===== config.mk =====
export PLATFORM = sky130hd
export DESIGN_NAME = bap_pos
export DESIGN_NICKNAME = d
export VERILOG_FILES = /design/src/rtl/core/bap_pkg.sv /design/src/rtl/core/bap_pos.sv
export SDC_FILE = /design/constraint.sdc
export NUM_CORES = 1
export LEC_CHECK = 0
export BUFFER_PORTS_ARGS = -buffer_cell sky130_fd_sc_hd__buf_2
export CAP_MARGIN = 10
export CELL_PAD_IN_SITES_DETAIL_PLACEMENT = 1
export CELL_PAD_IN_SITES_GLOBAL_PLACEMENT = 1
export CORE_MARGIN = 3
export CORE_UTILIZATION = 30
export CTS_CLUSTER_SIZE = 8
export DETAILED_ROUTE_END_ITERATION = 16
export HOLD_SLACK_MARGIN = 0.02
export PLACE_DENSITY = 0.67
export SLEW_MARGIN = 20
export SYNTH_ARGS = -nofsm -noshare
export SYNTH_HDL_FRONTEND = slang
export SYNTH_SLANG_ARGS = --single-unit

===== constraint.sdc =====
create_clock -name i_clk -period 4.4 [get_ports i_clk]
set_clock_uncertainty 0.1 [all_clocks]
set_input_delay 0.22 -clock i_clk [delete_from_list [all_inputs] [get_ports i_clk]]
set_output_delay 0.22 -clock i_clk [all_outputs]
set_load 0.03 [all_outputs]

===== src/rtl/core/bap_pkg.sv =====
// Shared types and constants for the block-average pixelate core.
package bap_pkg;

    localparam int CFG_DATA_W = 11;
    localparam int CFG_IDX_W  = 2;
    localparam int PIX_W      = 8;
    localparam int NUM_CH     = 4;
    localparam int POS_W      = 12;
    localparam int EDGE_W     = 7;
    localparam int OUT_IDX_W  = 9;
    localparam int OUT_EDGE_W = 5;

    localparam logic [CFG_IDX_W-1:0] REG_FRAME_WIDTH  = 2'd0;
    localparam logic [CFG_IDX_W-1:0] REG_FRAME_HEIGHT = 2'd1;
    localparam logic [CFG_IDX_W-1:0] REG_BLOCK_SIZE   = 2'd2;
    localparam logic [CFG_IDX_W-1:0] REG_HAS_ALPHA    = 2'd3;

    localparam logic [10:0] FRAME_WIDTH_RST  = 11'd1024;
    localparam logic [10:0] FRAME_HEIGHT_RST = 11'd1024;
    localparam logic [4:0]  BLOCK_SIZE_RST   = 5'd8;

    localparam int CH_BLUE  = 0;
    localparam int CH_GREEN = 1;
    localparam int CH_RED   = 2;
    localparam int CH_ALPHA = 3;

    typedef struct packed {
        logic [10:0] frame_width;
        logic [10:0] frame_height;
        logic [4:0]  block_size;
        logic        has_alpha;
    } t_cfg;

    typedef logic [NUM_CH-1:0][PIX_W-1:0] t_pix;

    typedef struct packed {
        logic [POS_W-1:0]  col;
        logic [POS_W-1:0]  row;
        logic [EDGE_W-1:0] bw;
        logic [EDGE_W-1:0] bh;
        logic              first;
        logic              blk_end;
        logic              frame_done;
    } t_blk;

endpackage


===== src/rtl/core/bap_pos.sv =====
// Raster position, block and band counters with clamped frame geometry.
module bap_pos #(
    parameter int MAX_WIDTH  = 1024,
    parameter int MAX_HEIGHT = 1024,
    parameter int MAX_BLOCK  = 16
) (
    input  logic          i_clk,
    input  logic          i_rst_n,
    input  logic          i_restart,
    input  logic          i_advance,
    input  bap_pkg::t_cfg i_cfg,
    output bap_pkg::t_blk o_info
);
    import bap_pkg::*;

    localparam int WW  = $clog2(MAX_WIDTH + 1);
    localparam int HW  = $clog2(MAX_HEIGHT + 1);
    localparam int XW  = $clog2(MAX_WIDTH);
    localparam int YW  = $clog2(MAX_HEIGHT);
    localparam int EW  = $clog2(MAX_BLOCK + 1);
    localparam int BW  = $clog2(MAX_BLOCK);
    localparam int CC  = (MAX_WIDTH + 1) / 2;
    localparam int RC  = (MAX_HEIGHT + 1) / 2;
    localparam int CIW = (CC > 1) ? $clog2(CC) : 1;
    localparam int RIW = (RC > 1) ? $clog2(RC) : 1;

    logic [XW-1:0]  r_x;
    logic [YW-1:0]  r_y;
    logic [BW-1:0]  r_cib;
    logic [BW-1:0]  r_rib;
    logic [CIW-1:0] r_bi;
    logic [RIW-1:0] r_bn;

    logic [WW-1:0] eff_w;
    logic [HW-1:0] eff_h;
    logic [EW-1:0] blk_edge;
    logic          last_x;
    logic          last_y;
    logic          col_end;
    logic          row_end;

    always_comb begin
        if (i_cfg.frame_width == '0) begin
            eff_w = WW'(1);
        end else if (int'(i_cfg.frame_width) > MAX_WIDTH) begin
            eff_w = WW'(MAX_WIDTH);
        end else begin
            eff_w = WW'(i_cfg.frame_width);
        end
        if (i_cfg.frame_height == '0) begin
            eff_h = HW'(1);
        end else if (int'(i_cfg.frame_height) > MAX_HEIGHT) begin
            eff_h = HW'(MAX_HEIGHT);
        end else begin
            eff_h = HW'(i_cfg.frame_height);
        end
        if (int'(i_cfg.block_size) > MAX_BLOCK) begin
            blk_edge = EW'(MAX_BLOCK);
        end else begin
            blk_edge = EW'(i_cfg.block_size);
        end
        if (int'(blk_edge) > int'(eff_w)) begin
            blk_edge = EW'(eff_w);
        end
        if (blk_edge < EW'(2)) begin
            blk_edge = EW'(2);
        end
    end

    assign last_x  = (int'(r_x) + 1) >= int'(eff_w);
    assign last_y  = (int'(r_y) + 1) >= int'(eff_h);
    assign col_end = ((int'(r_cib) + 1) >= int'(blk_edge)) || last_x;
    assign row_end = ((int'(r_rib) + 1) >= int'(blk_edge)) || last_y;

    always_comb begin
        o_info.col        = POS_W'(r_bi);
        o_info.row        = POS_W'(r_bn);
        o_info.bw         = EDGE_W'(r_cib) + EDGE_W'(1);
        o_info.bh         = EDGE_W'(r_rib) + EDGE_W'(1);
        o_info.first      = (r_cib == '0) && (r_rib == '0);
        o_info.blk_end    = col_end && row_end;
        o_info.frame_done = last_x && last_y;
    end

    always_ff @(posedge i_clk) begin
        if (!i_rst_n || i_restart) begin
            r_x   <= '0;
            r_y   <= '0;
            r_cib <= '0;
            r_rib <= '0;
            r_bi  <= '0;
            r_bn  <= '0;
        end else if (i_advance) begin
            if (last_x) begin
                r_x   <= '0;
                r_cib <= '0;
                r_bi  <= '0;
                if (last_y) begin
                    r_y   <= '0;
                    r_rib <= '0;
                    r_bn  <= '0;
                end else begin
                    r_y <= r_y + YW'(1);
                    if (row_end) begin
                        r_rib <= '0;
                        r_bn  <= r_bn + RIW'(1);
                    end else begin
                        r_rib <= r_rib + BW'(1);
                    end
                end
            end else begin
                r_x <= r_x + XW'(1);
                if (col_end) begin
                    r_cib <= '0;
                    r_bi  <= r_bi + CIW'(1);
                end else begin
                    r_cib <= r_cib + BW'(1);
                end
            end
        end
    end

endmodule


==> results.yml <==
status:
  status: "finished with violations"
  violations: "setup timing"
yosys:
  synth_top_family_by_area: "simple AND/OR/NAND/NOR gates"
  yosysMostFrequentCell: "nand2_1"
  syn_area_um2: 3760
  synth_compound_area_frac: 0.224
  synth_fa_ha_area_frac: 0.143
  yosysTopAreaCell: "dfxtp_1"
  synth_edf_count: 0
  syn-instance-count: 479
  ys_warn_count: 0
  async_flop_share: 0
  synth.area.mux_share: 0.00532
  synth_common_cells: "62 x nand2_1, 46 x dfxtp_1, 43 x ha_1"
  syn_area_per_cell_um2: 7.86
  ys_ff_latch: 46
  seq_area_frac_synth: 0.245
  synth_xor_area_frac: 0.0465
  synth_area_leaders: "dfxtp_1 24%, ha_1 14%, nand2_1 6.2%"
  synth_cell_types: 62
  ys.flop_type: "dfxtp_1"
  yosys.area.top_type_share: 0.245
  synth-simple-area-share: 0.280
sta:
  fin_ws_ns: -0.0555
  holdWs_ns: 0.233
  maxSlewHeadroom: 0.392
  worst_slew_pin_slew_ns: 0.913
  rsz0062_at_grt: "yes"
  setup_viol: 1
  fin_crit_sh: 1.01
  fmax_mhz: 224
  fin_crit_ns: 4.46
  slew_violations: 0
  hold_violations: 0
  tns_ns: -0.0555
final_layout:
  stdcell_area_um2: 5000
  drive_gt1_frac: 0.297
  n_antenna_cell: 0
  nets: 647
  post-route-util: 0.411
  syn2layout_area_growth_pct: 32.9
detailed_routing:
  drt-total-wl_um: 12300
  num_vias: 3910
  first_pass_iters: 4
  vias_per_cell: 5.28
  final_antenna_net_count: 0
  drt_iter0_markers: 127
  drc: 0
  wl_per_cell_um: 16.6
worst_setup_path:
  cp_top_family: "compound AO/OA/AOI/OAI gates"
  crit_fanout: 3
  r2r_cells: 12
  worstPathRequired_ns: 4.08
  startpoint_type: "primary input"
  path_class: "in -> out"
  crit_buf_inv: 3
  worstPathCellList: "buf_6, or3_4, or3_4, o21ai_4, nand2_2, ha_4, a21o_1, a21oi_2, a2111oi_4, buf_4, and2b_2, a31oi_4, ha_1, a31o_4, a21o_1, a21o_1, nor2_4, a21oi_4, buf_6"
  critPathCaptureType: "output pin"
  crit_path_top_delay_cell: "or3_4"
  path_common_cell: "a21o_1"
  slowest_delay_ns: 0.39
  cp-startpoint: "i_cfg[19]"
  reg2reg_to: "r_bn[7]"
  crit_arrival_ns: 4.14
  r2r_slack_ns: 0.51
  rr_startpoint: "r_x[0]"
placed_design:
  placed_area_um2: 4530
  gp_congestion: 0.779
  hpwl_um: 8880
  place.port_buffers: 61
pwr:
  p_leak_uw: 0.00210
  power_uw: 1050
  powerDensity_nw_per_um2: 210
  ir_drop_v: 0.000124
cts:
  clk_pin_slew_worst_paths_ns: 0.06
  hold_buffers: 0
  clk_latency_ns: 0.29
  cts_buffer_depth: 2
  cts-htree-levels: 2
  cts_buffers: 5
  cts_root_buf: "clkbuf_16"
  clock_sinks: 46
  cts_tree: "built"
global_routing:
  grt_antenna_before_repair: 0
  grt_first_pass_wirelength_um: 19400
  grt_pass1_vias: 3958
  gr-total-overflow: 0
  grt_max_degree: 25
  grtUsageTotal: 0.165
floorplanning:
  dieArea_um2: 13900
  die_h_um: 118
  fp.dieW_um: 118
  design.core.area_um2: 12200
  io_pins: 73
  start_util: 0.310
  fp-row-count: 40
worst_hold_path:
  holdCritStartpoint: "i_restart"
  worstHoldEndpoint: "r_x[3]"
  hold_depth: 3
  hold_class: "in -> reg"
job:
  cap_violations: 0
## how the worst max path moves through the flow
stage	endpoint	slack, ns	cells past startpoint
floorplan	r_bn[4]	-0.12	18
global placement	r_bi[6]	-0.21	21
detailed placement	r_bi[6]	-0.33	21
CTS	o_info[1]	-0.11	20
global route	o_info[1]	-0.21	19
finish	o_info[1]	-0.06	19
## power breakdown
| group | internal [uW] | leakage (uW) | switching (uW) |
|---|---|---|---|
| Clock | 243 | 0.0000801 | 172 |
| Combinational | 87.3 | 0.00165 | 126 |
| Sequential | 418 | 0.000371 | 2.35 |
## worst min-delay path, stage by stage
cell	delay, ns
buf_2	0.09
nor2b_2	0.12
o21a_1	0.13
## what timing repair did
action,in CTS,in global routing
setup buffers,7,6
endpoints found under the setup margin,8,27
gates cloned,0,0
pin swaps,11,10
gates resized for setup,16,22
## flip-flops by register name (all words and copies together) (netlist names)
| signal | flops |
|---|---|
| r_bi | 9 |
| r_y | 10 |
| r_bn | 9 |
| r_x | 10 |
| r_rib | 4 |
| r_cib | 4 |
## area by class of cell
cell class	instances	area, um2
well taps	168	210
clock buffers	7	153
clock inverters	1	8.76
fillers	1477	7160
repair buffers	107	702
inverters	11	41.3
multi-input cells	401	2970
flip-flops and latches	46	921
## stage by stage
step                      cells  setup slack, ns
after CTS                   736           -0.112
after floorplan             488           -0.121
final                       741          -0.0555
after global routing        741           -0.207
after detailed placement    721           -0.331
after global placement      721           -0.207
## metal layers
metal / routed length, um / vias up / part of all wire / global-route usage
li1: - / 1934 / - / -
met1: 5940 / 1898 / 0.48 / 0.224
met2: 5880 / 69 / 0.48 / 0.279
met3: 367 / 9 / 0.030 / 0.0259
met4: 93 / 0 / 0.0076 / 0.0315
met5: 0 / - / 0 / 0
## cells by family (layout without fill, tap and decap cells)
| family | after synthesis | after routing |
|---|---|---|
| AOI/OAI and AO/OA | 125 | 125 |
| xor gates and xnor gates | 20 | 20 |
| adders and majority gates | 43 | 43 |
| buffers and inverters | 41 | 126 |
| DFF | 46 | 46 |
| muxes | 2 | 2 |
| other | 1 | 10 |
| and+or+nand+nor | 201 | 201 |
## cells in the final DEF, fill, tap and decap left out, types with 13 or more instances in the layout
cell type  instances
nor2_1            29
dfxtp_1           46
ha_1              41
nand2_1           61
a21oi_1           31
o21ai_0           19
buf_4             39
nand3_1           23
xor2_1            13
buf_2             59
Note: power is estimated with default switching activity, not from simulation.
