===== config.mk =====
export PLATFORM = sky130hd
export DESIGN_NAME = bap_div
export DESIGN_NICKNAME = d
export VERILOG_FILES = /design/src/rtl/core/bap_pkg.sv /design/src/rtl/core/bap_div.sv
export SDC_FILE = /design/constraint.sdc
export NUM_CORES = 1
export LEC_CHECK = 0
export BUFFER_PORTS_ARGS = -buffer_cell sky130_fd_sc_hd__buf_2
export CAP_MARGIN = 20
export CORE_UTILIZATION = 60
export CTS_BUF_LIST = sky130_fd_sc_hd__clkbuf_16
export DETAILED_ROUTE_END_ITERATION = 12
export GPL_TIMING_DRIVEN = 0
export PLACE_DENSITY = 0.93
export SLEW_MARGIN = 20
export SYNTH_ARGS = -nofsm -noshare
export SYNTH_HDL_FRONTEND = slang
export SYNTH_SLANG_ARGS = --single-unit

===== constraint.sdc =====
create_clock -name i_clk -period 8.55 [get_ports i_clk]
set_clock_uncertainty 0.2 [all_clocks]
set_input_delay 1.2825 -clock i_clk [delete_from_list [all_inputs] [get_ports i_clk]]
set_output_delay 1.2825 -clock i_clk [all_outputs]
set_load 0.01 [all_outputs]

===== src/rtl/core/bap_pkg.sv =====
// Shared types and constants for the block-average pixelate core.
package bap_pkg;

    localparam int CFG_DATA_W = 11;
    localparam int CFG_IDX_W  = 2;
    localparam int PIX_W      = 8;
    localparam int NUM_CH     = 4;
    localparam int POS_W      = 12;
    localparam int EDGE_W     = 7;
    localparam int OUT_IDX_W  = 9;
    localparam int OUT_EDGE_W = 5;

    localparam logic [CFG_IDX_W-1:0] REG_FRAME_WIDTH  = 2'd0;
    localparam logic [CFG_IDX_W-1:0] REG_FRAME_HEIGHT = 2'd1;
    localparam logic [CFG_IDX_W-1:0] REG_BLOCK_SIZE   = 2'd2;
    localparam logic [CFG_IDX_W-1:0] REG_HAS_ALPHA    = 2'd3;

    localparam logic [10:0] FRAME_WIDTH_RST  = 11'd1024;
    localparam logic [10:0] FRAME_HEIGHT_RST = 11'd1024;
    localparam logic [4:0]  BLOCK_SIZE_RST   = 5'd8;

    localparam int CH_BLUE  = 0;
    localparam int CH_GREEN = 1;
    localparam int CH_RED   = 2;
    localparam int CH_ALPHA = 3;

    typedef struct packed {
        logic [10:0] frame_width;
        logic [10:0] frame_height;
        logic [4:0]  block_size;
        logic        has_alpha;
    } t_cfg;

    typedef logic [NUM_CH-1:0][PIX_W-1:0] t_pix;

    typedef struct packed {
        logic [POS_W-1:0]  col;
        logic [POS_W-1:0]  row;
        logic [EDGE_W-1:0] bw;
        logic [EDGE_W-1:0] bh;
        logic              first;
        logic              blk_end;
        logic              frame_done;
    } t_blk;

endpackage


===== src/rtl/core/bap_div.sv =====
// Iterative restoring divider for the four channel means, one quotient bit per cycle.
module bap_div #(
    parameter int MAX_BLOCK = 16,
    parameter int SW        = 16
) (
    input  logic                                   i_clk,
    input  logic                                   i_rst_n,
    input  logic                                   i_start,
    input  logic                                   i_clear,
    input  logic [bap_pkg::NUM_CH-1:0][SW-1:0]     i_sum,
    input  logic [$clog2(MAX_BLOCK + 1)-1:0]       i_bw,
    input  logic [$clog2(MAX_BLOCK + 1)-1:0]       i_bh,
    output logic                                   o_busy,
    output logic                                   o_done,
    output bap_pkg::t_pix                          o_avg
);
    import bap_pkg::*;

    localparam int EW  = $clog2(MAX_BLOCK + 1);
    localparam int CW  = 2 * EW;
    localparam int DW  = CW + PIX_W;
    localparam int STW = $clog2(PIX_W);

    typedef enum logic [1:0] {
        S_IDLE,
        S_RUN,
        S_DONE
    } t_state;

    t_state               r_state;
    logic [NUM_CH-1:0][DW-1:0] r_rem;
    logic [DW-1:0]        r_dvs;
    logic [STW-1:0]       r_step;
    t_pix                 r_q;
    logic [CW-1:0]        cnt;
    logic [NUM_CH-1:0]    ge;

    assign cnt = CW'(i_bw) * CW'(i_bh);

    always_comb begin
        for (int c = 0; c < NUM_CH; c++) begin
            ge[c] = r_rem[c] >= r_dvs;
        end
    end

    always_ff @(posedge i_clk) begin
        if (!i_rst_n) begin
            r_state <= S_IDLE;
        end else begin
            unique case (r_state)
                S_IDLE: begin
                    if (i_start) begin
                        for (int c = 0; c < NUM_CH; c++) begin
                            r_rem[c] <= DW'(i_sum[c]);
                        end
                        r_dvs   <= {1'b0, cnt, {(PIX_W - 1){1'b0}}};
                        r_step  <= '0;
                        r_state <= S_RUN;
                    end
                end
                S_RUN: begin
                    for (int c = 0; c < NUM_CH; c++) begin
                        if (ge[c]) begin
                            r_rem[c] <= r_rem[c] - r_dvs;
                        end
                        r_q[c] <= {r_q[c][PIX_W-2:0], ge[c]};
                    end
                    r_dvs  <= r_dvs >> 1;
                    r_step <= r_step + STW'(1);
                    if (r_step == STW'(PIX_W - 1)) begin
                        r_state <= S_DONE;
                    end
                end
                S_DONE: begin
                    if (i_clear) begin
                        r_state <= S_IDLE;
                    end
                end
                default: begin
                    r_state <= S_IDLE;
                end
            endcase
        end
    end

    assign o_busy = (r_state != S_IDLE);
    assign o_done = (r_state == S_DONE);
    assign o_avg  = r_q;

endmodule

==> results of run 1 <==
critical path: stages:
cell and delay, ps:
buf_2 130, nand2_1 80, fa_1 560, fa_1 430
fa_1 510, inv_1 50, ha_1 300, a21oi_1 220
nor2b_1 90, o21a_1 210, o41ai_1 380, xnor2_1 170
nor2_1 50
metal layers:
metal | up-vias | wire length (um) | global-route usage, %
met5 | - | 0 | 0
met4 | 0 | 1300 | 18.6
met3 | 91 | 2160 | 7.97
met2 | 437 | 11100 | 51.7
met1 | 3573 | 8920 | 38.0
li1 | 3542 | - | -
cells in the final DEF (no fill, tap or decap), types with 3 or more instances in the layout:
master and n:
buf_8 3, o31ai_1 6, a211o_1 3, or3_1 5
o21bai_1 5, bufinv_16 5, clkinv_2 3, nand4_1 11
clkbuf_16 17, a21oi_1 36, o21ai_0 65, clkbuf_1 23
edfxtp_1 124, buf_2 112, nor2b_1 14, and3_1 6
ha_1 88, a21o_1 31, nand2b_1 19, or2_2 3
xnor2_1 31, xor2_1 27, o21a_1 14, o21ai_1 27
a211oi_1 11, nor2_1 53, a31oi_1 6, and2_1 22
nand2_1 110, nand3_1 19, nor3_1 11, fa_1 13
nor4_1 3, a31oi_2 3, o211ai_1 4, inv_1 46
power groups by stage:
stage          clock [mW]  combinational, mW  sequential [mW]
4_1_cts             0.780              0.736            0.779
5_1_grt             0.808              0.823            0.783
3_5_place_dp            0              0.716            0.790
2_1_floorplan           0              0.540            0.786
3_3_place_gp            0              0.683            0.788
6_report            0.782              0.752            0.779
logic make-up (layout without fill, tap and decap cells):
family | after synthesis | in the layout | share of synthesized area [%]
AND/OR/NAND/NOR | 290 | 290 | 15.7
XOR/XNOR | 58 | 58 | 5.70
buffers and inverters | 71 | 215 | 3.01
flip-flops | 126 | 126 | 42.3
AO/OA/AOI/OAI | 244 | 244 | 17.6
multiplexers | 4 | 4 | 0.478
adder cells (fa/ha/maj) | 101 | 101 | 15.3
cell type report:
type / count / share of cell area (%)
timing repair buffer: 114 / 5.79
clock inverter: 13 / 1.89
buffer: 25 / 0.916
inverter: 46 / 1.66
multi-input combinational: 697 / 47.2
clock buffer: 17 / 4.10
tap: 184 / 2.22
sequential: 126 / 36.3
state kept, by name, summed over array words and instances (netlist names):
register,cells
r_rem,72
o_avg,32
r_dvs,17
r_step,3
r_state,2
stage by stage:
stage	power [mW]	hold slack [ps]
after floorplan	1.33	299
after global placement	1.47	222
after detailed placement	1.51	228
after CTS	2.29	240
after global routing	2.41	255
final	2.31	236
path summary, 6_finish.rpt:
| path | start | endpoint | cells after the start |
|---|---|---|---|
| hold / removal | o_avg[10] | o_avg[11] | 0 |
| setup / recovery | i_bw[2] | r_dvs[16] | 13 |
| hold reg to reg | o_avg[10] | o_avg[11] | 0 |
| setup reg to reg | r_dvs[0] | r_rem[36] | 9 |
==> results.json, run 1 <==
{
  "clk_transition_reported_paths_ps": 60,
  "grt_pass1_vias": 7266,
  "cts_tree": "done",
  "clock_latency_ps": 430,
  "port_buffers": 111,
  "final_cells": 1222,
  "setup_viol": 0,
  "slew_headroom_pct": 37.4,
  "antenna_cells": 0,
  "coreArea_um2": 14500,
  "ys.flop_type": "edfxtp_1",
  "finalCriticalPeriod_ps": 4500,
  "drtAntennaViolNets": 0,
  "ff_latch_area_um2": 3760,
  "min_path_type": "reg2reg",
  "internal-power_mw": 1.57,
  "nets": 1206,
  "vias_per_cell": 6.25,
  "grt-ovfl-total": 0,
  "grt_max_degree": 33,
  "synthTopCellsByArea": "edfxtp_1 42%, ha_1 12%, nand2_1 4.6%, o21ai_0 3.7%, xnor2_1 3.0%",
  "ios": 112,
  "grt_pass1_wl_um": 36000,
  "tightest_slew_ps": 936,
  "ir_drop_v": 0.000215,
  "status": "completed",
  "wirelength_um": 23500,
  "drtIter0Drc": 693,
  "p_sw_mw": 0.745,
  "synth_top_area_cell": "edfxtp_1",
  "cts_buffer_depth": 2,
  "cp_max_fo": 5,
  "netlist_instances": 894,
  "post_cts_buffers": 0,
  "drive_gt1_share_pct": 15.8,
  "syn_nets": 1073,
  "avgRoutedWirePerCell_um": 19.2,
  "synth.distinct_cells": 69,
  "max_freq_mhz": 222,
  "ys_warn_count": 0,
  "total_leakage_power_nw": 4.49,
  "required_ps": 8520,
  "clock-root-buffer": "clkbuf_16",
  "critical_path_class": "in2reg",
  "fin_setup_tns_ps": 0,
  "swShare_pct": 32.2,
  "die-width_um": 124,
  "start_kind": "input port",
  "synth_commonest_cells": "124 x edfxtp_1, 110 x nand2_1, 88 x ha_1, 65 x o21ai_0, 53 x nor2_1",
  "vias": 7643,
  "rsz0062_at_grt": "false",
  "ys_seq_area_share_pct": 42.3,
  "start_util_pct": 61.3,
  "ctsHoldBuffers": 0,
  "fp.dieH_um": 124,
  "multi_input_area_um2": 4890,
  "fin_area_um2": 10400,
  "drcViolationCount": 0,
  "critical_path.endpoint_type": "flip-flop",
  "placed_cells": 1192,
  "r2r_setup_slack_ps": 4840,
  "post-route-period-util_pct": 52.6,
  "nFillCells": 1043,
  "synth.most_common_cell": "edfxtp_1",
  "ctsHtreeMaxLevel": 4,
  "antenna_found_initial": 0,
  "rows": 44,
  "finish.utilization_pct": 71.4,
  "synth.ff_latch_count": 126,
  "cts_buffers": 17,
  "clock_sinks": 126,
  "synth.avg_cell_area_um2": 9.96,
  "drv_cap": 0,
  "sequentialPowerShare_pct": 33.7,
  "gp_congestion": 0.905,
  "dpl.hpwl_um": 16300,
  "syn2layout_area_growth_pct": 16.5,
  "grt_use_total_pct": 31.7,
  "dpl_cell_area_um2": 9760,
  "p_clk_share_pct": 33.8,
  "power_frac_comb_pct": 32.5,
  "firstDrtPassIters": 7,
  "async_flop_share_pct": 0,
  "final.setup.worst_slack_ps": 4050,
  "hold_violations": 0,
  "critPathArrivalTime_ps": 4470,
  "cts_resized": 0,
  "dp_slack_ps": 3660,
  "powerDensity_nw_per_um2": 223,
  "synth.top_cell.area_share_pct": 41.8,
  "drv_slew": 0,
  "synth_edf_count": 124,
  "die_area_um2": 15300,
  "mappedNetlistArea_um2": 8910
}
No activity file was read; power rests on OpenSTA's default activity.
==> inputs of run 2 (changes only) <==
CORE_UTILIZATION = 54   (was 60)
PLACE_DENSITY = 0.89   (was 0.93)
clock period = 3.68 ns   (was 8.55 ns; I/O delays follow)
==> results.json, run 2 (synthesized netlist as in run 1, its figures left out) <==
{
  "status": "completed",
  "hold_violations": 0,
  "dpl.hpwl_um": 16400,
  "grt-ovfl-total": 0,
  "coreArea_um2": 16000,
  "p_sw_mw": 1.72,
  "max_freq_mhz": 285,
  "tightest_slew_ps": 1020,
  "ir_drop_v": 0.000557,
  "largest_register_ff_count": 72,
  "grt_pass1_vias": 7213,
  "die_area_um2": 17000,
  "power_frac_comb_pct": 33.0,
  "rr_startpoint": "r_dvs[0]",
  "sequentialPowerShare_pct": 34.6,
  "min_from": "i_rst_n",
  "cts_buffers": 17,
  "critical_path.endpoint_type": "flip-flop",
  "p_clk_share_pct": 32.4,
  "nets": 1206,
  "grt_use_total_pct": 27.8,
  "start_kind": "flip-flop",
  "layout_common_cells": "124 x edfxtp_1, 112 x buf_2, 110 x nand2_1, 87 x ha_1, 64 x o21ai_0",
  "setup_viol": 0,
  "finalCriticalPeriod_ps": 3510,
  "critical_path_class": "reg2reg",
  "port_buffers": 111,
  "antenna_cells": 0,
  "vias_per_cell": 6.02,
  "swShare_pct": 32.9,
  "wirelength_um": 22600,
  "firstDrtPassIters": 5,
  "final.setup.worst_slack_ps": 169,
  "total_leakage_power_nw": 4.48,
  "rsz0062_at_grt": "false",
  "r2r_setup_slack_ps": 170,
  "top_register": "r_rem",
  "layout_commonest_cell": "edfxtp_1",
  "die-width_um": 130,
  "required_ps": 3540,
  "clock_sinks": 126,
  "slew_headroom_pct": 31.9,
  "ios": 112,
  "nFillCells": 1265,
  "whs_path_depth": 2,
  "cts_buffer_depth": 2,
  "rows": 46,
  "drtIter0Drc": 721,
  "drv_cap": 0,
  "vias": 7564,
  "ctsHtreeMaxLevel": 4,
  "fin_setup_tns_ps": 0,
  "post-route-period-util_pct": 95.4,
  "drtAntennaViolNets": 0,
  "crit_path_start": "r_dvs[0]",
  "avgRoutedWirePerCell_um": 18.0,
  "post_cts_buffers": 0,
  "drcViolationCount": 0,
  "clk_transition_reported_paths_ps": 60,
  "grt_pass1_wl_um": 35400,
  "syn2layout_area_growth_pct": 16.9,
  "critPathArrivalTime_ps": 3370,
  "start_util_pct": 55.7,
  "min_path_type": "in2reg",
  "rr_worst_depth": 9,
  "drive_gt1_share_pct": 16.1,
  "clock_latency_ps": 420,
  "powerDensity_nw_per_um2": 502,
  "cts_tree": "done",
  "dp_slack_ps": -367,
  "drv_slew": 0,
  "clock-root-buffer": "clkbuf_16",
  "antenna_found_initial": 0,
  "internal-power_mw": 3.51,
  "cp_max_fo": 18,
  "grt_max_degree": 33,
  "gp_congestion": 0.922,
  "fp.dieH_um": 130
}
-- run 2: changes by cell type in the layout (fill, tap and decap cells not counted), moves of 2 or more --
cell,delta
a21oi_1,-2
buf_6,+2
a21oi_2,+2
clkinv_2,-2
buf_8,-2
inv_1,+3
bufinv_16,-2
clkinvlp_4,+2
-- run 2: routing by layer --
layer	up-vias	track usage, %	wire (um)
met5	-	0	0
met4	0	14.9	1080
met3	76	5.90	1750
met2	372	45.9	10600
met1	3564	34.3	9200
li1	3552	-	-
-- run 2: worst paths after layout --
path / end
worst max register to register: r_rem[41]
worst min-delay path: r_state[1]
worst max-delay path: r_rem[41]
worst min register to register: o_avg[21]
-- run 2: worst max-delay path: stages, from the launching register on --
cell	delay, ps
edfxtp_1	500
ha_1	260
fa_1	400
nor2b_1	150
o2111ai_1	140
nand3_1	120
o21ai_1	180
o21a_1	270
o21ai_1	400
o21a_2	510
-- run 2: final cells by class --
cell class	instances	area (um2)	area share, %
well taps	216	270	2.60
flip-flops and latches	126	3760	36.2
repair buffers	114	593	5.70
clock inverters	15	156	1.50
inverters	46	173	1.66
multi-input cells	697	4930	47.4
plain buffers	25	95.1	0.914
clock buffers	17	425	4.09
-- run 2: power groups by stage --
stage	Sequential [mW]	Clock (mW)	Combinational (mW)
2_1_floorplan	1.83	0	1.26
3_5_place_dp	1.84	0	1.66
6_report	1.81	1.69	1.72
5_1_grt	1.82	1.75	1.91
3_3_place_gp	1.83	0	1.60
4_1_cts	1.81	1.69	1.69
-- run 2: repair_timing --
| action | in CTS | in global routing |
|---|---|---|
| hold buffers | 0 | 0 |
| endpoints found under the setup margin | 18 | 13 |
| gates resized for setup | 1 | 4 |
-- run 2: per-stage QoR --
stage	instances	instance area, um2	power [mW]	utilization (%)	hold WS, ps
detailed placement	1224	9800	3.50	61.3	226
global route	1256	10400	5.47	65.1	199
finish	1256	10400	5.22	65.1	193
floorplan	894	8920	3.08	-	299
global placement	1221	9740	3.43	60.9	223
CTS	1256	10400	5.19	64.9	188
==> inputs of run 3 (changes only) <==
CORE_UTILIZATION = 35   (was 54)
PLACE_DENSITY = 0.66   (was 0.89)
==> results.json, run 3 (synthesized netlist as in run 1, its figures left out) <==
{
  "ios": 112,
  "wirelength_um": 23300,
  "die_area_um2": 26100,
  "critical_path_class": "reg2reg",
  "rr_worst_depth": 9,
  "top_register": "r_rem",
  "cts_tree": "done",
  "finalCriticalPeriod_ps": 3560,
  "ctsHtreeMaxLevel": 4,
  "vias_per_cell": 5.19,
  "critPathArrivalTime_ps": 3430,
  "powerDensity_nw_per_um2": 506,
  "rr_startpoint": "r_dvs[0]",
  "hold_violations": 0,
  "avgRoutedWirePerCell_um": 17.0,
  "grt_pass1_vias": 6946,
  "dpl_cell_area_um2": 9930,
  "post-route-period-util_pct": 96.8,
  "dp_slack_ps": -390,
  "critical_path.endpoint_type": "flip-flop",
  "fp.dieH_um": 162,
  "cts_buffers": 17,
  "layout_commonest_cell": "edfxtp_1",
  "layout_common_cells": "124 x edfxtp_1, 112 x buf_2, 110 x nand2_1, 87 x ha_1, 64 x o21ai_0",
  "grt_pass1_wl_um": 36500,
  "ir_drop_v": 0.000286,
  "largest_register_ff_count": 72,
  "drcViolationCount": 0,
  "fin_area_um2": 10600,
  "clock-root-buffer": "clkbuf_16",
  "coreArea_um2": 25000,
  "min_to": "r_state[1]",
  "start_kind": "flip-flop",
  "grt-ovfl-total": 0,
  "drv_cap": 0,
  "reg2reg_to": "r_rem[43]",
  "drv_slew": 0,
  "cp_max_fo": 18,
  "slew_headroom_pct": 31.8,
  "firstDrtPassIters": 5,
  "max_freq_mhz": 281,
  "clock_sinks": 126,
  "syn2layout_area_growth_pct": 18.8,
  "min_path_type": "in2reg",
  "final.setup.worst_slack_ps": 116,
  "r2r_setup_slack_ps": 120,
  "die-width_um": 162,
  "drive_gt1_share_pct": 16.3,
  "vias": 7100,
  "clk_transition_reported_paths_ps": 60,
  "nFillCells": 2455,
  "status": "completed",
  "clock_latency_ps": 430,
  "grt_max_degree": 33,
  "setup_viol": 0,
  "post_cts_buffers": 0,
  "start_util_pct": 35.6,
  "rows": 58,
  "cts_buffer_depth": 2,
  "min_from": "i_rst_n",
  "whs_path_depth": 2,
  "rsz0062_at_grt": "false",
  "antenna_cells": 0,
  "gp_congestion": 0.882,
  "total_leakage_power_nw": 4.48,
  "nets": 1203,
  "drtIter0Drc": 361,
  "port_buffers": 111,
  "dpl.hpwl_um": 17100,
  "tightest_slew_ps": 997,
  "required_ps": 3550,
  "drtAntennaViolNets": 0,
  "antenna_found_initial": 0,
  "grt_use_total_pct": 18.4
}
run 3: metal layers:
layer	vias to the layer above	track usage (%)	wire, um
met5	-	0	0
met4	0	7.85	685
met3	39	3.83	1190
met2	181	30.8	11000
met1	3326	23.1	10400
li1	3554	-	-
run 3: report_power, final:
| group | total, mW | switching, mW | internal (mW) | leakage, nW |
|---|---|---|---|---|
| combinational | 1.70 | 1.00 | 0.697 | 2.99 |
| sequential | 1.81 | 0.0517 | 1.76 | 1.19 |
| clock | 1.85 | 0.707 | 1.14 | 0.299 |
run 3: final cells by class:
type | instances | area [um2] | share of cell area, %
tap | 330 | 413 | 3.90
multi-input combinational | 697 | 4950 | 46.8
inverter | 46 | 173 | 1.63
clock inverter | 15 | 208 | 1.96
clock buffer | 17 | 425 | 4.02
sequential | 126 | 3760 | 35.6
buffer | 25 | 95.1 | 0.899
timing repair buffer | 111 | 556 | 5.25
run 3: worst max path at each step:
stage / from / endpoint / slack, ps
after floorplan: i_bh[2] / r_dvs[15] / 2
after global placement: r_dvs[0] / r_rem[62] / -600
after detailed placement: i_bh[2] / r_dvs[15] / -390
after CTS: i_bh[2] / r_dvs[15] / 80
after global routing: r_dvs[0] / r_rem[43] / 20
final: r_dvs[0] / r_rem[43] / 120
run 3: stage by stage:
stage                     utilization [%]  power (mW)  cells  TNS (ps)  hold slack [ps]
after CTS                            42.2        5.37   1367         0              149
final                                42.3        5.36   1367         0              171
after global routing                 42.3        5.65   1367         0              159
after detailed placement             39.7        3.51   1335     -4500              233
after floorplan                         -        3.08    894         0              299
after global placement               39.5        3.48   1335    -34630              223
run 3: repair_timing:
action | 4_1_cts | 5_1_grt
hold buffers | 0 | 0
resized for setup | 1 | 3
setup endpoints to repair | 18 | 3
run 3: critical path: stages, from the launching register on:
cell and delay, ps:
edfxtp_1 490, ha_1 260, fa_1 420, nor2b_1 180
o2111ai_1 160, nand3_1 120, o21ai_1 170, o21a_1 260
o21ai_1 440, o21a_2 520
